## src/sv/assert_macros.svh

```systemverilog
// Assertion macros shared by the RTL.
`ifndef ASSERT_MACROS_SVH
`define ASSERT_MACROS_SVH
// Implication checked every clock, off during reset.
`define ASSERT_IMPL(lbl, clk, rst_n, a, c) \
  lbl: assert property (@(posedge clk) disable iff (!rst_n) (a) |-> (c)) \
    else $error("assertion failed");
// Next-cycle implication, off during reset.
`define ASSERT_NEXT(lbl, clk, rst_n, a, c) \
  lbl: assert property (@(posedge clk) disable iff (!rst_n) (a) |=> (c)) \
    else $error("assertion failed");
`endif

```

## src/sv/lobm_pkg.sv

```systemverilog
// Shared types and constants of the order book matcher.
package lobm_pkg;
  localparam int unsigned BookDepthDef = 32;
  localparam int unsigned QDepth = 2;

  typedef enum logic [1:0] {
    OP_ADD    = 2'd0,
    OP_CANCEL = 2'd1,
    OP_MODIFY = 2'd2,
    OP_DAYEND = 2'd3
  } op_t;

  typedef enum logic [1:0] {
    ST_TRADE  = 2'd0,
    ST_DONE   = 2'd1,
    ST_REJECT = 2'd2,
    ST_IGNORE = 2'd3
  } status_t;

  localparam logic [2:0] KIND_GTC = 3'd0;
  localparam logic [2:0] KIND_FAK = 3'd1;
  localparam logic [2:0] KIND_FOK = 3'd2;
  localparam logic [2:0] KIND_GFD = 3'd3;
  localparam logic [2:0] KIND_MKT = 3'd4;

  typedef struct packed {
    op_t         op;
    logic [31:0] key;
    logic        side;
    logic [2:0]  kind;
    logic [31:0] price;
    logic [31:0] qty;
    logic        bad;   // zero quantity, or kind out of range on an add
  } cmd_t;

  typedef enum logic [3:0] {
    B_IDLE,
    B_FIND,
    B_CHECK,
    B_SCAN,
    B_SCAN_END,
    B_INSERT,
    B_MATCH,
    B_MATCH_END,
    B_TRADE,
    B_PRUNE,
    B_FINISH
  } bstate_t;
endpackage

```

## src/sv/lobm_front.sv

```systemverilog
// Command intake, classification and a small queue toward the engine.
module lobm_front (
  input  logic                clk,
  input  logic                rst_n,
  input  logic                start,
  output logic                busy,
  input  logic [1:0]          in_operation,
  input  logic [31:0]         in_order_key,
  input  logic                in_side,
  input  logic [2:0]          in_order_kind,
  input  logic [31:0]         in_limit_price,
  input  logic [31:0]         in_quantity,
  output logic                q_valid,
  output lobm_pkg::cmd_t      q_cmd,
  input  logic                q_pop
);
  localparam int unsigned AW = $clog2(lobm_pkg::QDepth);
  localparam logic [AW:0] QFull = (AW+1)'(lobm_pkg::QDepth);

  lobm_pkg::cmd_t    mem_r [lobm_pkg::QDepth];
  logic [AW-1:0]     wp_r, wp_nxt, rp_r, rp_nxt;
  logic [AW:0]       cnt_r, cnt_nxt;
  logic              push;
  lobm_pkg::cmd_t    cmd;

  assign busy = (cnt_r == QFull);
  assign push = start && !busy;

  // modify keeps the stored kind, so only an add checks the kind code
  always_comb begin
    cmd.op    = lobm_pkg::op_t'(in_operation);
    cmd.key   = in_order_key;
    cmd.side  = in_side;
    cmd.kind  = in_order_kind;
    cmd.price = in_limit_price;
    cmd.qty   = in_quantity;
    cmd.bad   = (in_quantity == 32'd0) ||
                ((lobm_pkg::op_t'(in_operation) == lobm_pkg::OP_ADD) &&
                 (in_order_kind > lobm_pkg::KIND_MKT));
  end

  assign q_valid = (cnt_r != '0);
  assign q_cmd   = mem_r[rp_r];

  always_comb begin
    wp_nxt  = push ? wp_r + 1'b1 : wp_r;
    rp_nxt  = q_pop ? rp_r + 1'b1 : rp_r;
    cnt_nxt = cnt_r + {{AW{1'b0}}, push} - {{AW{1'b0}}, q_pop};
  end

  always_ff @(posedge clk) begin
    if (!rst_n) begin
      wp_r  <= '0;
      rp_r  <= '0;
      cnt_r <= '0;
    end else begin
      wp_r  <= wp_nxt;
      rp_r  <= rp_nxt;
      cnt_r <= cnt_nxt;
    end
  end

  always_ff @(posedge clk) begin
    if (push) begin
      mem_r[wp_r] <= cmd;
    end
  end
endmodule

```

## config.mk

```make
export PLATFORM = sky130hd
export DESIGN_NAME = lobm_front
export DESIGN_NICKNAME = d
export VERILOG_FILES = /design/src/sv/assert_macros.svh /design/src/sv/lobm_pkg.sv /design/src/sv/lobm_front.sv
export SDC_FILE = /design/constraint.sdc
export NUM_CORES = 1
export LEC_CHECK = 0
export ABC_CLOCK_PERIOD_IN_PS = 6220
export BUFFER_PORTS_ARGS = -buffer_cell sky130_fd_sc_hd__buf_2
export CAP_MARGIN = 20
export CORE_AREA = 2 2 92 161
export DETAILED_ROUTE_END_ITERATION = 6
export DIE_AREA = 0 0 94 163
export GPL_TIMING_DRIVEN = 0
export PLACE_DENSITY = 0.91
export SLEW_MARGIN = 0
export SYNTH_ARGS = -nofsm -noshare
export SYNTH_HDL_FRONTEND = slang
export SYNTH_SLANG_ARGS = --single-unit
```

## constraint.sdc

```tcl
create_clock -name clk -period 6.22 [get_ports clk]
set_input_delay 1.244 -clock clk [delete_from_list [all_inputs] [get_ports clk]]
set_output_delay 1.244 -clock clk [all_outputs]
set_load 0.005 [all_outputs]
```

Word-level counts from Yosys, hierarchy flattened
Memory sizes are Yosys's and may differ from the RTL's. A register that Yosys moved wholly into a read port is not among the register bits.
Index checks and enable logic that the tools add are counted.
{"block": "word_totals", "out_inout_bits": 105, "input_bits": 106, "elab_cells": 21, "mem_bits_rw": 206, "memories": 1, "ff_bits": 4}
{"block": "classes", "n_eq_ne": 1, "addsub": 4, "muxes": 4, "n_reduce_logical": 7, "magnitude_cmp": 1}
{"memory": "mem_r", "depth": 2, "width": 103, "read_ports": 1, "rd_clocked_by_memory_dff": 1, "wr": 1, "line_no": "lobm_front.sv:20", "text": "lobm_pkg::cmd_t mem_r [lobm_pkg::QDepth];"}
{"op": "$logic_not 32->1", "n": 1}
{"op": "$mux 1", "n": 4}
{"op": "$gt 3x3->1 const B", "n": 1}
{"op": "$add 1x1->1 const B", "n": 2}
{"op": "$add 2x1->2", "n": 1}
{"op": "$eq 2x2->1 const B", "n": 1}
{"op": "$logic_and 1x1->1", "n": 2}
{"op": "$logic_not 2->1", "n": 1}
{"op": "$reduce_bool 2->1", "n": 1}
{"op": "$sub 2x1->2", "n": 1}
{"op": "$logic_not 1->1", "n": 1}
{"op": "$logic_or 1x1->1", "n": 1}

Longest topological paths before layout
{"block": "logic_depth", "word_depth": 5, "ltp_mapped": 8, "depth_no_buf": 8}

Least setup slack after synthesis
Ideal clock, no wire load.
{"block": "synth_path", "path_kind": "in2reg", "from": "in start", "to": "mem mem_r[1][0] (netlist bit) (enable)", "required_time_ns": 5.746, "setup_slack_ns": 2.069, "setup_ns": 0.474, "cell_stages": 1, "path_buffers": 0, "arrival_ns": 3.677, "cell_sequence": "and3_1"}
{"block": "synth_via", "elab_chain_cells": 3}
{"item": "start, declared", "line_no": "lobm_front.sv:5", "text": "input logic start,"}
{"item": "$logic_and 1x1->1", "line_no": "lobm_front.sv:27", "text": "assign push = start && !busy;"}
{"item": "$mux 1", "line_no": "lobm_front.sv:64", "text": "if (push) begin"}
{"item": "$mux 1 (implied by the code)", "line_no": "lobm_front.sv:65", "text": "mem_r[wp_r] <= cmd;"}
{"item": "end, declared", "line_no": "lobm_front.sv:20"}
Every way passes these cells.

==> impl_metrics.env <==
export IMPL_status="finished, final reports clean"
export IMPL_fmax_mhz=329.1
export IMPL_core_um2=14150
export IMPL_yosysWarningCount=0
export IMPL_holdBufCountCts=0
export IMPL_critPathLaunchType="flop"
export IMPL_final_common_cell="buf_2"
export IMPL_grt_pass1_vias=4259
export IMPL_grt_pass1_wl_mm=21.92
export IMPL_ir_drop_v=0.0003554
export IMPL_crit_required_ps=4980
export IMPL_cts_tree="yes"
export IMPL_final_nets=699
export IMPL_whs_ps=512.1
export IMPL_syn_to_final_growth_pct=23.38
export IMPL_crit_type="reg2out"
export IMPL_cts_root_buffer="clkbuf_16"
export IMPL_synth_nets=468
export IMPL_layout_common_cells="buf_2, edfxtp_1, mux2_2"
export IMPL_cp_max_fo=10
export IMPL_num_rows=58
export IMPL_p_leak_nw=3.584
export IMPL_clockBufferDepth=3
export IMPL_ys_ff_latch=211
export IMPL_slew_violations=0
export IMPL_grtUsageTotal=0.1898
export IMPL_netlist_instances=360
export IMPL_vias_per_cell=5.246
export IMPL_ant_nets=0
export IMPL_dieArea_um2=15320
export IMPL_maxCapViolations=0
export IMPL_htreeDepth=1
export IMPL_post_route_drc_count=0
export IMPL_dp_hpwl_mm=10.59
export IMPL_setup_slack_ps=3181
export IMPL_syn_area_per_cell_um2=21.54
export IMPL_fill_cells=952
export IMPL_port_buffers=210
export IMPL_clock_skew_ps=7.103
export IMPL_clock_sinks=211
export IMPL_min_period_over_period=0.4885
export IMPL_rsz0062_at_grt="no"
export IMPL_worst_pin_slew_ps=651.0
export IMPL_dieHeight_um=163
export IMPL_tns_ps=0
export IMPL_dieWidth_um=94
export IMPL_n_antenna_cell=0
export IMPL_cts_made_buffers=17
export IMPL_hold_path_class="reg2reg"
export IMPL_path_clk_slew_ps=70
export IMPL_fin_crit_ps=3039
export IMPL_worstRegToRegCells=5
export IMPL_overflow=0
export IMPL_vias=4092
export IMPL_synth_cell_types=23
export IMPL_wl_per_cell_um=18.98
export IMPL_drive_above_1_share=0.5817
export IMPL_first_pass_iters=4
export IMPL_setup_viol=0
export IMPL_cts_resized=0
export IMPL_seq_area_frac_synth=0.8106
export IMPL_antenna_found_initial=0
export IMPL_ioPinCount=211
export IMPL_synthesis_area_um2=7755
export IMPL_clk_latency_ps=470
export IMPL_place_gp_congestion=0.7298
export IMPL_slew_headroom=0.5660
export IMPL_hold_depth=2
export IMPL_final_cells=780
export IMPL_first_iter_violations=211
export IMPL_grt_max_degree=60
export IMPL_finalHoldViolations=0
export IMPL_dp_cells=752
export IMPL_pre_cts_ws_ps=3209
export IMPL_totalWireLength_mm=14.80
export IMPL_post_cts_buffers=0
export IMPL_endpoint_kind="primary output"
export IMPL_power_total_mw=3.120
export IMPL_cp_arrival_ps=1790
export IMPL_start_util=0.5480
export IMPL_p_per_area_nw_per_um2=326.1
[cells in the mapped netlist]
cell type,number,share of area
edfxtp_1,206,0.80
mux2_2,103,0.15
nor4_1,8,0.0065
buf_6,7,0.010
dfxtp_1,5,0.013
inv_1,5,0.0024
nor2_1,4,0.0019
buf_2,3,0.0019
and2_1,2,0.0016
ha_1,2,0.0032
nand4_1,2,0.0016
o21ai_0,2,0.0013
a21oi_1,1,0.00064
and3_1,1,0.00081
buf_4,1,0.00097
nand2_1,1,0.00048
nand2b_1,1,0.00081
nor3_1,1,0.00064
o211ai_1,1,0.00097
or2_2,1,0.00081
or3_1,1,0.00081
xnor2_1,1,0.0011
xor2_1,1,0.0011
[per-layer routing]
metal	vias to the layer above	wire [um]	global-route usage
li1	1890	-	-
met1	2020	4937	0.1989
met2	150	8561	0.3630
met3	32	808	0.03563
met4	0	495	0.07576
met5	-	0	0
[critical path, cell delays in order (launching register included)]
cell	delay, ps
dfxtp_1	380
buf_4	260
buf_6	180
mux2_2	370
buf_2	140
[logic make-up after synthesis]
family,Yosys count,synth area share
adder cells (fa/ha/maj),2,0.003226
buffers and inverters,16,0.01549
AND/OR/NAND/NOR,22,0.01597
flip-flops,211,0.8106
XOR/XNOR,2,0.002259
multiplexers,103,0.1496
AO/OA/AOI/OAI,4,0.002904
[power by group]
| group | total [mW] | internal (mW) | switching, mW |
|---|---|---|---|
| clock | 0.943 | 0.508 | 0.436 |
| sequential | 1.75 | 1.72 | 0.0308 |
| combinational | 0.428 | 0.207 | 0.221 |
[through the flow]
step	utilization	cell area, um2
5_1_grt	0.6761	9568
2_1_floorplan	-	7755
6_report	0.6761	9568
3_5_place_dp	0.6426	9094
3_3_place_gp	0.6382	9031
4_1_cts	0.6761	9568
[final cells by class]
type | count | area (um2) | share of cell area
multi-input cells | 133 | 1354 | 0.1415
flip-flops and latches | 211 | 6286 | 0.6570
well taps | 180 | 225.2 | 0.02354
clock inverters | 4 | 22.52 | 0.002354
plain buffers | 11 | 101.3 | 0.01059
clock buffers | 24 | 451.7 | 0.04721
inverters | 5 | 21.27 | 0.002223
repair buffers | 212 | 1106 | 0.1156
[state kept, by name, summed over array words and instances, names as in the netlist, named ones only]
signal / flops
rp_r: 1
mem_r: 206
cnt_r: 2
wp_r: 1
[worst paths after layout]
path,start,to,slack [ps]
max,flop,q_cmd[63],3180
min,wp_r,wp_r,510
max reg2reg,cnt_r[0],mem_r[0][45],4020
min reg2reg,wp_r,wp_r,510
No activity file was read; power rests on OpenSTA's default activity.
